<file path="src/hdl/gspu_pkg.sv">
`default_nettype none

package gspu_pkg;

  // widest code that a point can take
  localparam int MAX_CODE_BITS = 32;

  // depth of the queue between the front and the back end
  localparam int QUEUE_DEPTH = 4;

  // configuration register indexes
  localparam logic [2:0] CFG_BITS_PER_VALUE     = 3'd0;
  localparam logic [2:0] CFG_REFERENCE_VALUE    = 3'd1;
  localparam logic [2:0] CFG_BINARY_SCALE       = 3'd2;
  localparam logic [2:0] CFG_DECIMAL_MULTIPLIER = 3'd3;
  localparam logic [2:0] CFG_MISSING_VALUE      = 3'd4;
  localparam logic [2:0] CFG_LEADING_SKIP_BITS  = 3'd5;

  // result status codes
  localparam logic [2:0] ST_DECODED  = 3'd0;
  localparam logic [2:0] ST_MISSING  = 3'd1;
  localparam logic [2:0] ST_CONSTANT = 3'd2;
  localparam logic [2:0] ST_UNDERRUN = 3'd3;
  localparam logic [2:0] ST_OVERRUN  = 3'd4;

  // reset values: multiplier 1.0 and missing value 9999.0 in q32.32
  localparam logic [62:0] DEC_MULT_RESET = 63'h0000_0001_0000_0000;
  localparam logic [63:0] MISSING_RESET  = 64'd9999 << 32;

  typedef enum logic [1:0] {
    KIND_DECODE,
    KIND_MISSING,
    KIND_CONSTANT,
    KIND_UNDERRUN
  } kind_e;

  typedef struct packed {
    logic [5:0]         bits_per_value;
    logic signed [63:0] reference_value;
    logic signed [5:0]  binary_scale;
    logic [62:0]        decimal_multiplier;
    logic signed [63:0] absent_value;
    logic [2:0]         leading_skip_bits;
  } cfg_t;

  // one classified point request
  typedef struct packed {
    kind_e                      kind;
    logic [MAX_CODE_BITS-1:0]   code;
    logic                       overrun;
  } entry_t;

endpackage

`default_nettype wire

</file>
<file path="src/hdl/gspu_if.sv">
`default_nettype none

interface gspu_in_if;
  logic       valid;
  logic       ready;
  logic       operation;
  logic [7:0] data_byte;
  logic       present;

  modport source (output valid, operation, data_byte, present, input ready);
  modport sink   (input valid, operation, data_byte, present, output ready);
endinterface


`default_nettype wire

</file>
<file path="src/hdl/gspu_front.sv">
`default_nettype none

module gspu_front #(
  parameter int BUFFER_BITS = 64
) (
  input  wire logic         clk_i,
  input  wire logic         rst_ni,
  gspu_in_if.sink           in_bus,
  input  gspu_pkg::cfg_t    cfg_i,
  input  wire logic         full_i,
  output logic              push_o,
  output gspu_pkg::entry_t  entry_o
);
  import gspu_pkg::*;

  localparam int CW = $clog2(BUFFER_BITS + 1);

  logic [BUFFER_BITS-1:0]   buf_q, buf_d;
  logic [CW-1:0]            count_q, count_d;
  logic                     skip_pending_q, skip_pending_d;
  logic                     overrun_q, overrun_d;

  logic                     accept;
  logic [5:0]               width;
  logic [3:0]               nb;
  logic [7:0]               byte_m;
  logic                     fits;
  logic [CW-1:0]            k;
  logic [BUFFER_BITS-1:0]   shifted;
  logic [MAX_CODE_BITS-1:0] mask;

  assign in_bus.ready = !full_i;
  assign accept       = in_bus.valid && in_bus.ready;

  always_comb begin
    width   = (cfg_i.bits_per_value > 6'd32) ? 6'd32 : cfg_i.bits_per_value;
    nb      = skip_pending_q ? (4'd8 - {1'b0, cfg_i.leading_skip_bits}) : 4'd8;
    byte_m  = skip_pending_q ? (in_bus.data_byte & (8'hFF >> cfg_i.leading_skip_bits))
                             : in_bus.data_byte;
    fits    = ({1'b0, count_q} + (CW+1)'(nb)) <= (CW+1)'(BUFFER_BITS);
    k       = count_q - CW'(width);
    shifted = buf_q >> k;
    mask    = 32'hFFFF_FFFF >> (6'd32 - width);

    entry_o.code    = shifted[MAX_CODE_BITS-1:0] & mask;
    entry_o.overrun = overrun_q;
    if (width == 6'd0) begin
      entry_o.kind = KIND_CONSTANT;
    end else if (!in_bus.present) begin
      entry_o.kind = KIND_MISSING;
    end else if (count_q < CW'(width)) begin
      entry_o.kind = KIND_UNDERRUN;
    end else begin
      entry_o.kind = KIND_DECODE;
    end

    push_o = accept && in_bus.operation;

    buf_d          = buf_q;
    count_d        = count_q;
    skip_pending_d = skip_pending_q;
    overrun_d      = overrun_q;
    if (accept && !in_bus.operation) begin
      if (fits) begin
        buf_d          = (buf_q << nb) | BUFFER_BITS'(byte_m);
        count_d        = count_q + CW'(nb);
        skip_pending_d = 1'b0;
      end else begin
        overrun_d = 1'b1;
      end
    end else if (push_o && entry_o.kind == KIND_DECODE) begin
      count_d = k;
    end
  end

  always_ff @(posedge clk_i or negedge rst_ni) begin
    if (!rst_ni) begin
      buf_q          <= '0;
      count_q        <= '0;
      skip_pending_q <= 1'b1;
      overrun_q      <= 1'b0;
    end else begin
      buf_q          <= buf_d;
      count_q        <= count_d;
      skip_pending_q <= skip_pending_d;
      overrun_q      <= overrun_d;
    end
  end

endmodule

`default_nettype wire

</file>
<file path="src/flat_wrapper.sv">
// flat-port wrapper written by rule: the top's interface ports become plain ports
module gspu_front_flat import gspu_pkg::*;
#(
  parameter int BUFFER_BITS = 64
)
  (clk_i, rst_ni, cfg_i, full_i, push_o, entry_o, in_bus_valid, in_bus_operation, in_bus_data_byte, in_bus_present, in_bus_ready);
  gspu_in_if in_bus_i ();
  input  wire logic clk_i;
  input  wire logic rst_ni;
  input  gspu_pkg::cfg_t cfg_i;
  input  wire logic full_i;
  output logic push_o;
  output gspu_pkg::entry_t entry_o;
  input wire logic [$bits(in_bus_i.valid)-1:0] in_bus_valid;
  input wire logic [$bits(in_bus_i.operation)-1:0] in_bus_operation;
  input wire logic [$bits(in_bus_i.data_byte)-1:0] in_bus_data_byte;
  input wire logic [$bits(in_bus_i.present)-1:0] in_bus_present;
  output wire logic [$bits(in_bus_i.ready)-1:0] in_bus_ready;
  assign in_bus_i.valid = in_bus_valid;
  assign in_bus_i.operation = in_bus_operation;
  assign in_bus_i.data_byte = in_bus_data_byte;
  assign in_bus_i.present = in_bus_present;
  assign in_bus_ready = in_bus_i.ready;
  gspu_front #(.BUFFER_BITS(BUFFER_BITS)) u_core (.clk_i(clk_i), .rst_ni(rst_ni), .in_bus(in_bus_i), .cfg_i(cfg_i), .full_i(full_i), .push_o(push_o), .entry_o(entry_o));
endmodule
</file>
<file path="config.mk">
export PLATFORM = sky130hd
export DESIGN_NAME = gspu_front_flat
export DESIGN_NICKNAME = d
export VERILOG_FILES = /design/src/hdl/gspu_pkg.sv /design/src/hdl/gspu_if.sv /design/src/hdl/gspu_front.sv /design/src/flat_wrapper.sv
export SDC_FILE = /design/constraint.sdc
export NUM_CORES = 1
export LEC_CHECK = 0
export BUFFER_PORTS_ARGS = -buffer_cell sky130_fd_sc_hd__buf_4
export CORE_ASPECT_RATIO = 0.6
export CORE_MARGIN = 2
export CORE_UTILIZATION = 51
export CTS_CLUSTER_SIZE = 25
export DETAILED_ROUTE_END_ITERATION = 12
export PLACE_DENSITY = 0.88
export SLEW_MARGIN = 20
export SYNTH_ARGS = -nofsm -noshare
export SYNTH_HDL_FRONTEND = slang
export SYNTH_SLANG_ARGS = --single-unit
</file>
<file path="constraint.sdc">
create_clock -name clk_i -period 6.71 [get_ports clk_i]
set_input_delay 2.013 -clock clk_i [delete_from_list [all_inputs] [get_ports clk_i]]
set_output_delay 2.013 -clock clk_i [all_outputs]
set_load 0.02 [all_outputs]
</file>
Word-level counts from Yosys, hierarchy flattened

Cells that the tools add are included.

Flip-flop bits (word level): 73
Latch bits: 0
Bits in writable memories: 0
Memory bits (read-only): 0
Bits of input ports: 220
Output and inout bits: 37
Logic and storage cells: 42
Memories kept: 0

$add $sub $neg: 5
Multiply operators: 0
Divide/modulo/power cells: 0
Magnitude comparators: 3
Eq/ne operators: 1
Shift-type cells: 4
Mux-type cells: 9
Bitwise operators: 4
Reductions and logical operators: 12

Operators by type and width:

| kind                                                           | count |
|---|---|
| OR 64 x 8 -> 64 bit                                            | 1 |
| left shift 64 x 4 -> 64 bit                                    | 1 |
| right shift 64 x 7 -> 32 bit                                   | 1 |
| bitwise AND 32 bit                                             | 1 |
| right shift 32 x 6 -> 32 bit, first input constant             | 1 |
| two-way mux 7 bit                                              | 3 |
| adder 7 x 4 -> 8 bit                                           | 1 |
| bitwise AND 8 bit                                              | 1 |
| less-or-equal comparator 8 x 7 -> 1 bit, second input constant | 1 |
| two-way mux 8 bit                                              | 1 |
| right shift 8 x 3 -> 8 bit, first input constant               | 1 |
| adder 7 x 4 -> 7 bit                                           | 1 |
| less-than comparator 7 x 6 -> 1 bit                            | 1 |
| subtractor 7 x 6 -> 7 bit                                      | 1 |
| > comparator 6 bit, second input constant                      | 1 |
| logical NOT 6 bit                                              | 1 |
| two-way mux 2 bit                                              | 3 |
| two-way mux 6 bit                                              | 1 |
| AND reduction 2 bit                                            | 3 |
| subtractor 6 bit, first input constant                         | 1 |
| logical AND 1 bit                                              | 4 |
| two-way mux 4 bit                                              | 1 |
| subtractor 4 x 3 -> 4 bit, first input constant                | 1 |
| logical NOT 1 bit                                              | 2 |
| other kinds (4)                                                | 4 |

Logic depth before layout (Yosys ltp)

Depth after elaboration: 10
Gate-level depth with buffers: 17
Depth with buffers taken out: 12

Worst setup path before layout

Ideal clock, no wire load.

Path kind: input to output
Start: input cfg_i[200] (netlist name)
End: output entry_o[20] (netlist name)
Data arrival time: 5.425 ns
Data required time: 4.697 ns
Slack: -0.728 ns
Stages: 14
Path buffers: 4
Cell sequence: nor2b_1 ha_1 inv_1 fa_1 buf_4 buf_6 buf_8 buf_8 nor3b_1 inv_1 mux2i_1 mux4_2 nor2_1 a2111oi_0

RTL lines:

| what               | line               | text |
|---|---|---|
| start: declaration | flat_wrapper.sv:10 | `input gspu_pkg::cfg_t cfg_i;` |
| end: declaration   | flat_wrapper.sv:13 | `output gspu_pkg::entry_t entry_o;` |

==> metrics.yaml <==
viasPerCell: 6.579
netSwitchingFraction_pct: 51.79
vias: 11490
skew_ps: 9.463
most-common-layout-cells: "nand2_1, buf_4, mux2i_1"
drcViolationCount: 0
wl_per_cell_um: 22.04
grt_usage_pct: 35.01
grt_max_degree: 74
ir_drop_mv: 0.4299
antenna_left: 0
path_max_fanout: 7
whs_ps: 476.5
netlist_instances: 1334
worst_setup_path_start_kind: "input port"
setup_viol: 32
p_leak_nw: 5.919
die_y_um: 114.6
fin_area_um2: 13490
start_util_pct: 51.96
dp_hpwl_um: 27820
place_area_um2: 12390
holdCritPathClass: "reg2reg"
grt_antenna_before_repair: 0
cts_tree: "done"
fin_cells: 1746
finalWorstSetupSlack_ps: -687.4
numCtsBuffers: 9
finalSetupTns_ps: -18110
drv_slew: 0
power_density_nw_per_um2: 661.4
pwr-share-seq_pct: 10.1
grt_pass1_wl_um: 59760
p_switching_mw: 4.620
ys_ff_latch: 73
synth_area_leaders: "mux2i_1, dfrtp_1, mux4_2, nor2_1, nand2_1"
grt_remaining_overflow: 0
cts_hold_buffers: 0
first_pass_iters: 7
wl_um: 38480
final_common_cell: "nand2_1"
synth_edf_count: 0
period_minus_slack_ps: 7397
max_freq_mhz: 135.2
critical_path_class: "in2out"
hold_viol_final: 0
clkPwrFrac_pct: 5.6
synth_top_area_cell: "mux2i_1"
required_ps: 4700
die_w_um: 188.4
failed_checks: "negative setup slack"
ios: 257
synth.avg_cell_area_um2: 7.798
synth_top_area_share_pct: 21.07
clkTransAtPathRegs_ps: 60
p_comb_share_pct: 84.3
drt_iter0_markers: 1695
nets: 1709
yosys_warnings: 0
endpoint_kind: "output port"
ctsLongestPathBuffers: 2
n_fill_cell: 1557
rows: 40
synth_area_um2: 10400
htreeDepth: 3
globalplace.congestion: 1.005
max_slew_margin_pct: 32.88
core_um2: 20020
die_area_um2: 21590
clkLatencyLatePin_ps: 360
grt_pass1_vias: 10910
drive_above_1_share_pct: 32.04
numClockSinks: 73
synth_ff_type: "dfrtp_1"
synth_fp_nets: 1574
drv_cap: 0
numPortBuffers: 59
synth_seq_area_share_pct: 17.57
postLayoutCoreUtil_pct: 67.39
dp.cells: 1719
tightestPinTransition_ps: 1005
diodes: 0
synthDistinctLibCells: 78
area.growth.synth_to_final_pct: 29.68
internal_power_mw: 4.302
cts-root-buf: "clkbuf_16"
finalCritPeriodShare_pct: 110.2
rsz0062_at_grt: "yes"
status: "finished, violations left"
synth-async-reset-ratio_pct: 100.0
worstPathArrival_ps: 5380
## final cells by class
type	instances	area, µm²	share of cell area (%)
multi-input combinational	1116	8815	65.34
timing repair buffer	235	2082	15.43
sequential	73	1828	13.55
tap	273	341.6	2.532
clock buffer	12	256.5	1.901
inverter	34	127.6	0.9460
clock inverter	3	40.04	0.2968
## path summary, 6_finish.rpt
| path | startpoint | endpoint | slack (ps) | depth (start not counted) |
|---|---|---|---|---|
| max | cfg_i[205] | entry_o[4] | -690 | 16 |
| min | u_core.overrun_q | u_core.overrun_q | 480 | 2 |
| max reg2reg | u_core.skip_pending_q | u_core.count_q[2] | 2740 | 13 |
| min reg2reg | u_core.overrun_q | u_core.overrun_q | 480 | 2 |
| max in group asynchronous | rst_ni | u_core.buf_q[8] | 4230 | 1 |
| min in group asynchronous | rst_ni | u_core.buf_q[57] | 1800 | 1 |
## layer usage
| metal | routed length [µm] | vias to the layer above | global-route usage (%) |
|---|---|---|---|
| li1 | - | 5103 | - |
| met1 | 15850 | 5456 | 49.31 |
| met2 | 16680 | 816 | 53.58 |
| met3 | 5077 | 112 | 10.88 |
| met4 | 872 | 0 | 6.198 |
| met5 | 0 | - | 0 |
## synthesized netlist by cell type (21+ instances only)
library cell and number:
a211oi_1 21, a21oi_1 32, buf_2 35, clkbuf_1 45, dfrtp_1 72, inv_1 31
mux2_2 25, mux2i_1 219, mux4_2 43, nand2_1 205, nor2_1 214, nor3_1 25
o21ai_0 112
## registers in the layout, indices dropped and copies added (netlist names)
register	flops
u_core.count_q	7
u_core.skip_pending_q	1
u_core.buf_q	64
u_core.overrun_q	1
## critical path, stage by stage
cell and delay [ps]:
buf_8 100, nor2b_4 130, ha_2 190, inv_2 40, fa_4 770, buf_12 160, buf_8 140, buf_16 140
mux2i_4 270, nand2_1 110, a21boi_1 160, mux4_2 600, o221ai_2 190, buf_4 150, nor4bb_4 40, buf_4 160
## power by group through the flow
stage	combinational [mW]	sequential, mW	clock [mW]
2_1_floorplan	4.22	0.752	0
3_5_place_dp	6.52	0.864	0
4_1_cts	6.98	0.862	0.502
3_3_place_gp	6.39	0.852	0
6_report	7.52	0.899	0.501
5_1_grt	7.91	0.916	0.517
## what timing repair did
action / 4_1_cts / 5_1_grt
resized for setup: 100 / 71
gates cloned: 3 / 0
pin swaps: 31 / 22
setup buffers: 9 / 4
setup endpoints to repair: 32 / 32
## through the flow
step / power [mW] / setup slack, ps
after global routing: 9.344 / -782.1
after floorplan: 4.975 / -164.8
after detailed placement: 7.388 / -714.8
after global placement: 7.243 / -676.6
after CTS: 8.344 / -609.7
final: 8.922 / -687.4
## kinds of logic (layout without fill, tap and decap cells)
kind of cell | after synthesis | after routing | share of synthesized area, %
fa+ha+maj | 20 | 20 | 2.550
xor+xnor | 8 | 8 | 0.7458
flops | 73 | 73 | 17.57
mux | 293 | 293 | 34.60
compound gates | 267 | 267 | 16.44
buf+inv | 145 | 284 | 6.603
simple gates | 528 | 528 | 21.48
(Power assumes the default switching activity.)
