<file path="config.mk">
export PLATFORM = sky130hd
export DESIGN_NAME = gspu_queue
export DESIGN_NICKNAME = d
export VERILOG_FILES = /design/src/hdl/gspu_pkg.sv /design/src/hdl/gspu_queue.sv
export SDC_FILE = /design/constraint.sdc
export NUM_CORES = 1
export LEC_CHECK = 0
export ABC_AREA = 0
export BUFFER_PORTS_ARGS = -buffer_cell sky130_fd_sc_hd__buf_2
export CAP_MARGIN = 20
export CORE_MARGIN = 5
export CORE_UTILIZATION = 40
export DETAILED_ROUTE_END_ITERATION = 8
export PLACE_DENSITY = 0.61
export SYNTH_ARGS = -nofsm -noshare
export SYNTH_HDL_FRONTEND = slang
export SYNTH_SLANG_ARGS = --single-unit
</file>
<file path="constraint.sdc">
create_clock -name clk_i -period 2.6 [get_ports clk_i]
set_input_delay 0.13 -clock clk_i [delete_from_list [all_inputs] [get_ports clk_i]]
set_output_delay 0.13 -clock clk_i [all_outputs]
set_load 0.01 [all_outputs]
</file>
<file path="src/hdl/gspu_pkg.sv">
`default_nettype none

package gspu_pkg;

  // widest code that a point can take
  localparam int MAX_CODE_BITS = 32;

  // depth of the queue between the front and the back end
  localparam int QUEUE_DEPTH = 4;

  // configuration register indexes
  localparam logic [2:0] CFG_BITS_PER_VALUE     = 3'd0;
  localparam logic [2:0] CFG_REFERENCE_VALUE    = 3'd1;
  localparam logic [2:0] CFG_BINARY_SCALE       = 3'd2;
  localparam logic [2:0] CFG_DECIMAL_MULTIPLIER = 3'd3;
  localparam logic [2:0] CFG_MISSING_VALUE      = 3'd4;
  localparam logic [2:0] CFG_LEADING_SKIP_BITS  = 3'd5;

  // result status codes
  localparam logic [2:0] ST_DECODED  = 3'd0;
  localparam logic [2:0] ST_MISSING  = 3'd1;
  localparam logic [2:0] ST_CONSTANT = 3'd2;
  localparam logic [2:0] ST_UNDERRUN = 3'd3;
  localparam logic [2:0] ST_OVERRUN  = 3'd4;

  // reset values: multiplier 1.0 and missing value 9999.0 in q32.32
  localparam logic [62:0] DEC_MULT_RESET = 63'h0000_0001_0000_0000;
  localparam logic [63:0] MISSING_RESET  = 64'd9999 << 32;

  typedef enum logic [1:0] {
    KIND_DECODE,
    KIND_MISSING,
    KIND_CONSTANT,
    KIND_UNDERRUN
  } kind_e;

  typedef struct packed {
    logic [5:0]         bits_per_value;
    logic signed [63:0] reference_value;
    logic signed [5:0]  binary_scale;
    logic [62:0]        decimal_multiplier;
    logic signed [63:0] absent_value;
    logic [2:0]         leading_skip_bits;
  } cfg_t;

  // one classified point request
  typedef struct packed {
    kind_e                      kind;
    logic [MAX_CODE_BITS-1:0]   code;
    logic                       overrun;
  } entry_t;

endpackage

`default_nettype wire

</file>
<file path="src/hdl/gspu_queue.sv">
`default_nettype none

module gspu_queue (
  input  wire logic            clk_i,
  input  wire logic            rst_ni,
  input  wire logic            push_i,
  input  gspu_pkg::entry_t     push_entry_i,
  input  wire logic            pop_i,
  output gspu_pkg::entry_t     head_o,
  output logic                 head_valid_o,
  output logic                 full_o
);
  import gspu_pkg::*;

  localparam int PW = $clog2(QUEUE_DEPTH);

  entry_t         slot_q [QUEUE_DEPTH];
  logic [PW-1:0]  wr_ptr_q, wr_ptr_d;
  logic [PW-1:0]  rd_ptr_q, rd_ptr_d;
  logic [PW:0]    fill_q, fill_d;
  logic           do_push, do_pop;

  assign head_valid_o = (fill_q != '0);
  assign full_o       = (fill_q == (PW+1)'(QUEUE_DEPTH));
  assign head_o       = slot_q[rd_ptr_q];

  assign do_push = push_i && !full_o;
  assign do_pop  = pop_i && head_valid_o;

  always_comb begin
    wr_ptr_d = do_push ? wr_ptr_q + 1'b1 : wr_ptr_q;
    rd_ptr_d = do_pop  ? rd_ptr_q + 1'b1 : rd_ptr_q;
    fill_d   = fill_q;
    if (do_push && !do_pop) begin
      fill_d = fill_q + 1'b1;
    end else if (do_pop && !do_push) begin
      fill_d = fill_q - 1'b1;
    end
  end

  always_ff @(posedge clk_i or negedge rst_ni) begin
    if (!rst_ni) begin
      wr_ptr_q <= '0;
      rd_ptr_q <= '0;
      fill_q   <= '0;
    end else begin
      wr_ptr_q <= wr_ptr_d;
      rd_ptr_q <= rd_ptr_d;
      fill_q   <= fill_d;
    end
  end

  always_ff @(posedge clk_i) begin
    if (do_push) begin
      slot_q[wr_ptr_q] <= push_entry_i;
    end
  end

endmodule

`default_nettype wire

</file>
# Word level (Yosys, flattened, before mapping)
# Memories as Yosys holds them, arrays and structs flattened.
# Index checks and enable logic that the tools add are counted.
word_totals:
  out_inout_bits: 37
  in_bits: 39
  word_cells: 22
  memories: 1
  register_bits: 7
  ramBits: 140
classes:
  n_mux: 4
  n_reduce_logical: 9
  addsub: 4
  eq_ne: 1
memory_table:
  columns: ["memory", "words", "word_bits", "read_ports", "rd_ports_with_merged_regs", "wr", "line_no", "text"]
  rows:
  - ["slot_q", 4, 35, 1, 0, 1, "gspu_queue.sv:17", "entry_t slot_q [QUEUE_DEPTH];"]
ops:
  columns: ["operator", "n"]
  rows:
  - ["2-to-1 mux 3 bit", 2]
  - ["adder 2 x 1 -> 2 bit, second input constant", 2]
  - ["logical AND 1 bit", 4]
  - ["adder 3 x 1 -> 3 bit, second input constant", 1]
  - ["equality test 3 bit, second input constant", 1]
  - ["logical NOT 1 bit", 3]
  - ["nonzero test 3 bit", 1]
  - ["subtractor 3 x 1 -> 3 bit, second input constant", 1]
  - ["2-to-1 mux 1 bit", 2]
  - ["nonzero test 2 bit", 1]

# Depth between registers and ports, before layout
# Gate-level depths: netlist (run 1).
depth:
  word_depth: 7
  ltp_mapped: 9
  ltp_nobuf: 8

# Worst setup path after synthesis (run 1)
# OpenSTA, ideal clock, no wires.
synth_timing:
  path_type: "reg-to-reg"
  start: "register fill_q[2]"
  end: "memory slot_q[0][0] (netlist name) (enable)"
  t_arrival_ns: 1.690
  n_path_buf: 1
  path_stages_with_launch: 5
  required_ns: 2.205
  synth_period_minus_slack_ns: 2.085
  setup_slack_ns: 0.515
  setup_ns: 0.395
  cell_sequence: "dfrtp_1 nor3b_2 nor2b_1 buf_6 and2_1"
synth_between:
  elab_chain_len: 5
synth_lines:
  columns: ["element", "line_no", "text"]
  rows:
  - ["start, declared", "gspu_queue.sv:20", "logic [PW:0] fill_q, fill_d;"]
  - ["start signal, assigned", "gspu_queue.sv:49", "fill_q <= fill_d;"]
  - ["equality test 3 bit", "gspu_queue.sv:24", "assign full_o = (fill_q == (PW+1)'(QUEUE_DEPTH));"]
  - ["via full_o", "gspu_queue.sv:11", "output logic full_o"]
  - ["logical NOT 1 bit", "gspu_queue.sv:27", "assign do_push = push_i && !full_o;"]
  - ["logical AND 1 bit", "gspu_queue.sv:27", null]
  - ["via do_push", "gspu_queue.sv:21", "logic do_push, do_pop;"]
  - ["2-to-1 mux 1 bit", "gspu_queue.sv:54", "if (do_push) begin"]
  - ["2-to-1 mux 1 bit (not written as such)", "gspu_queue.sv:55", "slot_q[wr_ptr_q] <= push_entry_i;"]
  - ["end, declared", "gspu_queue.sv:17", null]
# The timed path passes the listed nets, and every way through them passes these cells.

==> results of run 1 <==
cell usage after synthesis:
cell type  count
buf_6          2
nor2_1         1
buf_12         3
xor2_1         2
or3_1          1
fa_1           1
buf_2          4
edfxtp_1     140
dfrtp_1        7
nand3_1        1
ha_1           5
xnor2_1        4
mux2_4         1
mux2_2         1
mux4_1         7
inv_1          3
nor2b_1        1
and2_1         4
nand2_1        1
nor3b_2        1
mux4_2        28
state kept, by name, summed over array words and instances, names as in the netlist:
signal	flops
slot_q	140
rd_ptr_q	2
fill_q	3
wr_ptr_q	2
worst max path at each step:
stage | from | to | slack, ns | cells after the start
final | rd_ptr_q[0] | head_o[3] | 0.33 | 3
after global routing | rd_ptr_q[0] | head_o[3] | 0.19 | 3
after CTS | rd_ptr_q[0] | head_o[3] | 0.27 | 3
after detailed placement | fill_q[0] | fill_q[2] | 0.51 | 8
after global placement | fill_q[0] | fill_q[2] | 0.56 | 8
after floorplan | fill_q[2] | slot_q[0][0] | 0.51 | 4
what timing repair did:
action	4_1_cts	5_1_grt
endpoints found under the hold margin	149	0
hold buffers	37	0
setup endpoints to repair	0	0
kinds of logic after synthesis:
group,Yosys count,synth area share [%]
xor+xnor,6,0.9500
fa+ha+maj,6,1.493
buf+inv,12,2.058
flops,147,79.17
mux,37,15.20
simple gates,10,1.131
routing by layer:
metal	vias up	global-route usage, %	wire length (µm)
met5	-	0	0
met4	0	5.181	160
met3	16	4.557	519
met2	62	20.56	4926
met1	1328	17.17	4318
li1	1188	-	-
cell type report:
| class | instances | share of cell area [%] |
|---|---|---|
| Sequential cell | 147 | 60.90 |
| Multi-Input combinational cell | 59 | 14.50 |
| Clock buffer | 23 | 6.783 |
| Clock inverter | 9 | 2.070 |
| Inverter | 3 | 0.1565 |
| Tap cell | 180 | 3.130 |
| Timing Repair Buffer | 122 | 12.45 |
power by group:
group	internal, µW	switching [µW]
logic	1140	1070
registers	3140	256
clock network	1700	853
total	5980	2180
through the flow:
step	power (µW)	instance area [µm²]	cells
after detailed placement	5690	6187	474
after global routing	8604	7194	543
after CTS	8322	7194	543
after floorplan	4850	5532	218
after global placement	5649	6187	474
final	8167	7194	543
==> results.md, run 1 <==
* Critical-path top delay cell: dfrtp_2
* Via-to-Cell Ratio at 4.777
* Hold crit path type: in2async
* # port buffers at 75
* Gr usage total at 13.20%
* CTS Root Cell: clkbuf_16
* Post-CTS setup buffer count at 0
* GRT overflow at 0
* Post-route worst setup slack at 0.3255 ns
* Req. time, crit path at 2.47 ns
* Final Cycle Share at 87.48%
* Hold Slack at 0.08206 ns
* Num CTS Buffers at 17
* Chip Width at 127.6 µm
* YS warnings at 0
* CP Data Arrival Time at 2.14 ns
* Rows at 43
* Library cells used by synthesis at 21
* WP buf/inv at 2
* First-pass GRT wire length at 15.90 mm
* Cell family with most CP delay: flip-flops
* H-tree depth at 4
* Maximum buffer depth of the clock tree at 2
* Detailed Routing Iterations Pass 1 at 4
* Initial antenna violation count at 0
* Setup violations, final at 0
* Top-area cell type share of the netlist area at 76.00%
* Via count at 2,594
* GPL Wtd Cong at 0.7562
* Synthesized Nets at 263
* Ranking of synthesized cells by area: edfxtp_1 76%, mux4_2 11%, mux4_1 3.3%
* Dpl ws at 0.5061 ns
* VDD IR max at 0.5686 mV
* RSZ-0062 raised after global routing: no
* R2R Path Start: fill_q[0]
* Final antenna-violating net count at 0
* Most frequent cells in the layout: 140 x edfxtp_1, 75 x buf_2, 37 x dlygate4sd3_1, 28 x mux4_2, 17 x clkbuf_16
* FF-to-FF path depth at 8
* Syn Area/Cell at 25.37 µm²
* Reg area at 4382 µm²
* Core footprint at 13,720 µm²
* Starting Density at 40.32%
* Die area at 16,280 µm²
* Fin util at 52.44%
* Crit start category: flip-flop
* Yosys top cell by area: edfxtp_1
* Mapped Area at 5532 µm²
* DR WL/cell at 18.28 µm
* Detailed router's first-iteration violation count at 136
* Crit-path cells: buf_4 -> mux4_2 -> buf_2
* Largest stage delay, worst path at 0.71 ns
* Crit end category: output pin
* Pin count of the biggest net entering global routing at 24
* Clock Latency Late Sink at 0.41 ns
* Rel. slew slack at 64.49%
* Max-cap violation count at 0
* RR Endpoint: fill_q[2]
* P_leak at 0.002571 µW
* Worst R2R Setup Slack at 0.49 ns
* Final min period at 2.275 ns
* Seq/Total Area, Yosys at 79.17%
* Worst-path clk slew at 0.06 ns
* Power Dens Cells at 1135 nW/µm²
* Synth Register Bits at 147
* Slew @ Worst Pin at 0.5327 ns
* N_diodes at 0
* Residual DRC count at 0
* Layout area overhead at 30.06%
* Number of global-route vias before repair at 2,840
* Setup TNS at 0 ns
* Total clock sinks at 147
* TritonCTS clock tree: yes
* Post-CTS Resized at 0
* Footprint of the multi-input gates at 1044 µm²
* Post-Syn Instances at 218
* Outcome: finished clean
* Hold Vio Cnt, Final at 0
* Max Transition Viols Final at 0
* Fill cells at 1,102
* Final nets at 395
* I/O pins at 76
* Most common cell after layout, fill and taps aside: edfxtp_1
* Layout cells sized above 1 at 41.87%
* Worst Clk Skew at 0.006218 ns
* Die H at 127.6 µm
* Achievable Freq at 439.7 MHz
* Worst-path fanout max at 16
* Detailed Route WL at 9.924 mm
* Crit path kind: reg2out
* DPL Wire Length at 6.212 mm
Power figures use the tool's default switching activity.
==> run 2, diff against run 1 <==
--- a/config.mk
+++ b/config.mk
@@ -11,6 +11,7 @@
 export CORE_MARGIN = 5
 export CORE_UTILIZATION = 40
 export DETAILED_ROUTE_END_ITERATION = 8
+export GPL_TIMING_DRIVEN = 0
 export PLACE_DENSITY = 0.61
 export SYNTH_ARGS = -nofsm -noshare
 export SYNTH_HDL_FRONTEND = slang
==> results.md, run 2 (synthesis gave the netlist of run 1 again) <==
* Via-to-Cell Ratio at 4.723 (-1.1%)
* Rows at 43 (unchanged)
* GRT overflow at 0 (unchanged)
* Layout cells sized above 1 at 41.53% (-0.34 points)
* Final min period at 2.104 ns (-0.1706 ns)
* Final nets at 398 (+0.76%)
* # port buffers at 75 (unchanged)
* Most frequent cells in the layout: 140 x edfxtp_1, 79 x buf_2, 37 x dlygate4sd3_1, 28 x mux4_2, 17 x clkbuf_16
* Die area at 16,280 µm² (unchanged)
* Power Dens Cells at 1136 nW/µm² (about the same)
* Worst-path clk slew at 0.06 ns (about the same)
* Worst setup path endpoint: fill_q[2]
* Slew @ Worst Pin at 0.4269 ns (-0.1058 ns)
* Maximum buffer depth of the clock tree at 2 (unchanged)
* DPL Wire Length at 6.074 mm (-2.2%)
* Setup violations, final at 0 (unchanged)
* Residual DRC count at 0 (unchanged)
* Starting Density at 40.32% (unchanged)
* Critical Path Start: fill_q[0]
* Num CTS Buffers at 17 (unchanged)
* Worst Clk Skew at 0.005959 ns (-0.0002586 ns)
* RR Endpoint: fill_q[2]
* I/O pins at 76 (unchanged)
* First-pass GRT wire length at 15.95 mm (+0.30%)
* Chip Width at 127.6 µm (unchanged)
* Layout area overhead at 30.49%
* Placed cell count at 477 (+0.63%)
* GPL Wtd Cong at 0.6993 (-7.5%)
* DR WL/cell at 18.08 µm (-1.1%)
* Max-cap violation count at 0 (unchanged)
* CTS Root Cell: clkbuf_16
* Fill cells at 1,090 (-1.1%)
* Largest stage delay, worst path at 0.43 ns (-0.28 ns)
* Achievable Freq at 475.3 MHz (+8.1%)
* P_leak at 0.002573 µW (about the same)
* Number of global-route vias before repair at 2,910 (+2.5%)
* TritonCTS clock tree: yes
* Req. time, crit path at 2.94 ns (+0.47 ns)
* Largest registers: slot_q (140), fill_q (3)
* H-tree depth at 4 (unchanged)
* Max reg flops at 140 (unchanged)
* Die H at 127.6 µm (unchanged)
* VDD IR max at 0.5945 mV (+4.6%)
* Layout Cells excl Fill at 546 (+0.55%)
* Initial antenna violation count at 0 (unchanged)
* WP buf/inv at 1 (-1)
* Hold Vio Cnt, Final at 0 (unchanged)
* Rel. slew slack at 71.54% (+7.1 points)
* Most common cell after layout, fill and taps aside: edfxtp_1
* Final Cycle Share at 80.92% (-6.6 points)
* Outcome: finished clean
* Core footprint at 13,720 µm² (unchanged)
* Detailed router's first-iteration violation count at 154 (+13%)
* Clock Latency Late Sink at 0.42 ns (about the same)
* RSZ-0062 raised after global routing: no
* CP Data Arrival Time at 2.45 ns (+0.31 ns)
* Hold crit path type: in2async
* Fin util at 52.61% (+0.17 points)
* Gr usage total at 13.45% (+0.25 points)
* Crit start category: flip-flop
* Crit path top cell by count: xor2_1
* Stages on the worst setup path at 8 (+5)
* FF-to-FF path depth at 8 (unchanged)
* Pin count of the biggest net entering global routing at 24 (unchanged)
* Critical-path top delay cell: dfrtp_1
* Detailed Route WL at 9.871 mm (-0.53%)
* Max Transition Viols Final at 0 (unchanged)
* Worst-path fanout max at 4 (-12)
* Detailed Routing Iterations Pass 1 at 5 (+1)
* Crit end category: flip-flop
* Via count at 2,579 (-0.58%)
* Worst R2R Setup Slack at 0.50 ns (about the same)
* N_diodes at 0 (unchanged)
* Crit path kind: reg2reg
* Post-CTS Resized at 0 (unchanged)
* Biggest register: slot_q
* Crit-path cells: or3_1 -> nand2_1 -> ha_1 -> inv_1 -> fa_1 -> xor2_1 -> nor2_1 -> xor2_1
* Total clock sinks at 147 (unchanged)
* Final antenna-violating net count at 0 (unchanged)
* R2R Path Start: fill_q[0]
* Cell family with most CP delay: simple AND/OR/NAND/NOR gates
==> run 2: worst min path at each step <==
stage / startpoint / cells after the start / slack, ns / end
6_report: rst_ni / 2 / 0.08 / fill_q[2]
5_1_grt: rst_ni / 2 / 0.08 / fill_q[2]
2_1_floorplan: rst_ni / 0 / -0.17 / fill_q[0]
3_5_place_dp: rst_ni / 1 / -0.02 / fill_q[0]
3_3_place_gp: rst_ni / 1 / -0.03 / fill_q[0]
4_1_cts: rst_ni / 2 / 0.05 / fill_q[2]
==> run 2: worst register-to-register path: stages, from the launching register on <==
cell and delay (ns):
dfrtp_1 0.43, or3_1 0.43, nand2_1 0.13, ha_1 0.19, inv_1 0.06, fa_1 0.37, xor2_1 0.15, nor2_1 0.11
xor2_1 0.16
==> run 2: cell type report <==
cell class	count	area (µm²)	share of cell area (%)
buffer	9	102.6	1.421
clock buffer	23	478.0	6.622
clock inverter	9	152.6	2.115
inverter	3	11.26	0.1560
multi-input combinational	59	1044	14.46
sequential	147	4379	60.67
tap	180	225.2	3.120
timing repair buffer	116	825.8	11.44
==> run 2: per-layer routing <==
metal / global-route usage, % / part of all wire, % / vias to the layer above
met5: 0 / 0 / -
met4: 5.431 / 1.6 / 0
met3: 5.184 / 5.8 / 15
met2: 21.59 / 50 / 71
met1: 16.48 / 43 / 1302
li1: - / - / 1191
==> run 2: power breakdown <==
part	internal, µW	switching (µW)	total [µW]
Sequential	3140	125	3270
Combinational	1190	1200	2390
Clock	1680	864	2540
Total	6000	2190	8200
==> run 2: per-stage QoR <==
stage	cell area, µm²	total power [µW]	setup WS [ns]	hold WS, ns	TNS [ns]
after global placement	6132	5647	-0.2485	-0.02995	-31.85
after floorplan	5532	4850	0.5147	-0.1656	0
final	7218	8197	0.4961	0.08339	0
after CTS	7218	8371	0.4815	0.05321	0
after global routing	7218	8646	0.3761	0.08461	0
after detailed placement	6217	5743	0.5035	-0.02481	0
==> run 2: timing repair <==
item	4_1_cts	5_1_grt
hold endpoints to repair	149	0
hold buffers	37	0
buffers inserted	0	0
==> run 3, diff against run 2 <==
==> constraint.sdc (replaced) <==
create_clock -name clk_i -period 2.2 [get_ports clk_i]
set_input_delay 0.11 -clock clk_i [delete_from_list [all_inputs] [get_ports clk_i]]
set_output_delay 0.11 -clock clk_i [all_outputs]
set_load 0.01 [all_outputs]
==> results.md, run 3 (synthesis gave the netlist of run 1 again) <==
* Layout cells sized above 1 at 42.08% (+0.55 points)
* Clock Power Share at 31.0% (about the same)
* WP buf/inv at 1 (unchanged)
* Starting Density at 40.32% (unchanged)
* Footprint of the multi-input gates at 1049 µm² (+0.48%)
* GRT overflow at 0 (unchanged)
* First-pass GRT wire length at 15.95 mm (unchanged)
* Placed inst area at 6217 µm² (unchanged)
* Total clock sinks at 147 (unchanged)
* Placed cell count at 477 (unchanged)
* Final nets at 398 (unchanged)
* P_leak at 0.002573 µW (about the same)
* Layout Cells excl Fill at 546 (unchanged)
* Final Cycle Share at 94.37% (+13 points)
* Final antenna-violating net count at 0 (unchanged)
* Residual DRC count at 0 (unchanged)
* Maximum buffer depth of the clock tree at 2 (unchanged)
* RSZ-0062 raised after global routing: no
* VDD IR max at 0.7038 mV (+18%)
* Num CTS Buffers at 17 (unchanged)
* Max Transition Viols Final at 0 (unchanged)
* Worst-path clk slew at 0.06 ns (about the same)
* Crit end category: flip-flop
* CTS Root Cell: clkbuf_16
* Max reg flops at 140 (unchanged)
* Slew @ Worst Pin at 0.4269 ns (unchanged)
* Hold crit path type: in2async
* FF-to-FF path depth at 8 (unchanged)
* Final min period at 2.076 ns (-0.02781 ns)
* Outcome: finished clean
* Most frequent cells in the layout: 140 x edfxtp_1, 79 x buf_2, 37 x dlygate4sd3_1, 28 x mux4_2, 17 x clkbuf_16
* Req. time, crit path at 2.54 ns (-0.40 ns)
* Hold Slack at 0.06241 ns (-0.02099 ns)
* Rel. slew slack at 71.54% (unchanged)
* Worst-path fanout max at 4 (unchanged)
* Gr usage total at 13.45% (unchanged)
* Initial antenna violation count at 0 (unchanged)
* DR WL/cell at 18.10 µm (+0.10%)
* Die H at 127.6 µm (unchanged)
* Rows at 43 (unchanged)
* # port buffers at 75 (unchanged)
* Detailed Route WL at 9.881 mm (+0.10%)
* NetSw at 2594 µW (+18%)
* H-tree depth at 4 (unchanged)
* Crit-path cells: or3_4 -> nand2_1 -> ha_1 -> inv_1 -> fa_1 -> xor2_1 -> nor2_1 -> xor2_1
* CP Data Arrival Time at 2.42 ns (-0.03 ns)
* Fill cells at 1,090 (unchanged)
* Largest stage delay, worst path at 0.44 ns (about the same)
* Via-to-Cell Ratio at 4.723 (unchanged)
* Worst R2R Setup Slack at 0.12 ns (-0.37 ns)
* Power Dens Cells at 1342 nW/µm² (+18%)
* Biggest register: slot_q
* Detailed Routing Iterations Pass 1 at 5 (unchanged)
* Setup violations, final at 0 (unchanged)
* Most common cell after layout, fill and taps aside: edfxtp_1
* Crit path kind: reg2reg
* Clock Latency Late Sink at 0.42 ns (about the same)
* DPL Wire Length at 6.074 mm (unchanged)
* Core footprint at 13,720 µm² (unchanged)
* Hold Vio Cnt, Final at 0 (unchanged)
* R2R Path Start: fill_q[0]
* Crit path top cell by count: xor2_1
* Design Area, Final at 7224 µm² (about the same)
* Detailed router's first-iteration violation count at 147 (-4.5%)
* Largest registers: slot_q (140), fill_q (3)
* Flop pwr share at 39.8% (about the same)
* Worst Clk Skew at 0.005985 ns (+0.00002593 ns)
* Pin count of the biggest net entering global routing at 24 (unchanged)
* Sw Ratio at 26.75% (about the same)
* Internal at 7104 µW (+18%)
* TritonCTS clock tree: yes
* Post-CTS setup buffer count at 0 (unchanged)
* Via count at 2,579 (unchanged)
* RR Endpoint: fill_q[2]
* Critical-path top delay cell: dfrtp_2
* Crit start category: flip-flop
* Die area at 16,280 µm² (unchanged)
* I/O pins at 76 (unchanged)
* Chip Width at 127.6 µm (unchanged)
* Achievable Freq at 481.7 MHz (+1.3%)
* Comb pwr share at 29.2% (about the same)
* Number of global-route vias before repair at 2,910 (unchanged)
* N_diodes at 0 (unchanged)
* Cell family with most CP delay: simple AND/OR/NAND/NOR gates
* Max-cap violation count at 0 (unchanged)
* Reg area at 4380 µm² (about the same)
* Layout area overhead at 30.60% (about the same)
* GPL Wtd Cong at 0.6993 (unchanged)
## run 3: area by class of cell
| cell class | count | area share [%] |
|---|---|---|
| multi-input combinational | 59 | 14.51 |
| clock inverter | 9 | 2.113 |
| inverter | 3 | 0.1559 |
| clock buffer | 23 | 6.616 |
| buffer | 9 | 1.420 |
| sequential | 147 | 60.63 |
| tap | 180 | 3.117 |
| timing repair buffer | 116 | 11.43 |
## run 3: metrics by stage
stage / setup slack, ns / TNS (ns) / utilization [%] / total power [µW]
after global routing: 0.04654 / 0 / 52.66 / 10230
after detailed placement: 0.1035 / 0 / 45.32 / 6787
after CTS: 0.08147 / 0 / 52.61 / 9893
final: 0.1239 / 0 / 52.66 / 9699
after global placement: -0.6485 / -87.85 / 44.70 / 6674
after floorplan: 0.1147 / 0 / - / 5731
## run 3: power by group through the flow
stage	Clock [µW]	Sequential, µW	Combinational, µW
floorplan	0	3890	1850
global placement	0	3920	2750
detailed placement	0	3920	2870
CTS	3090	3870	2940
global route	3220	3920	3090
finish	3000	3860	2830
## run 3: routing by layer
metal  wire (µm)  GRT usage, %
met1        4196         16.48
met2        4905         21.59
met3         604         5.184
met4         174         5.431
met5           0             0
## run 3: worst max-delay path by stage
stage	from	endpoint	cells past startpoint
after floorplan	fill_q[2]	slot_q[2][0]	4
after global placement	fill_q[2]	slot_q[0][7]	4
after detailed placement	fill_q[0]	fill_q[2]	8
after CTS	fill_q[0]	fill_q[2]	8
after global routing	fill_q[0]	fill_q[2]	8
final	fill_q[0]	fill_q[2]	8
## run 3: what timing repair did
item	CTS	global route
setup endpoints to repair	0	1
endpoints found under the hold margin	149	0
hold buffers	37	0
resized for setup	0	2
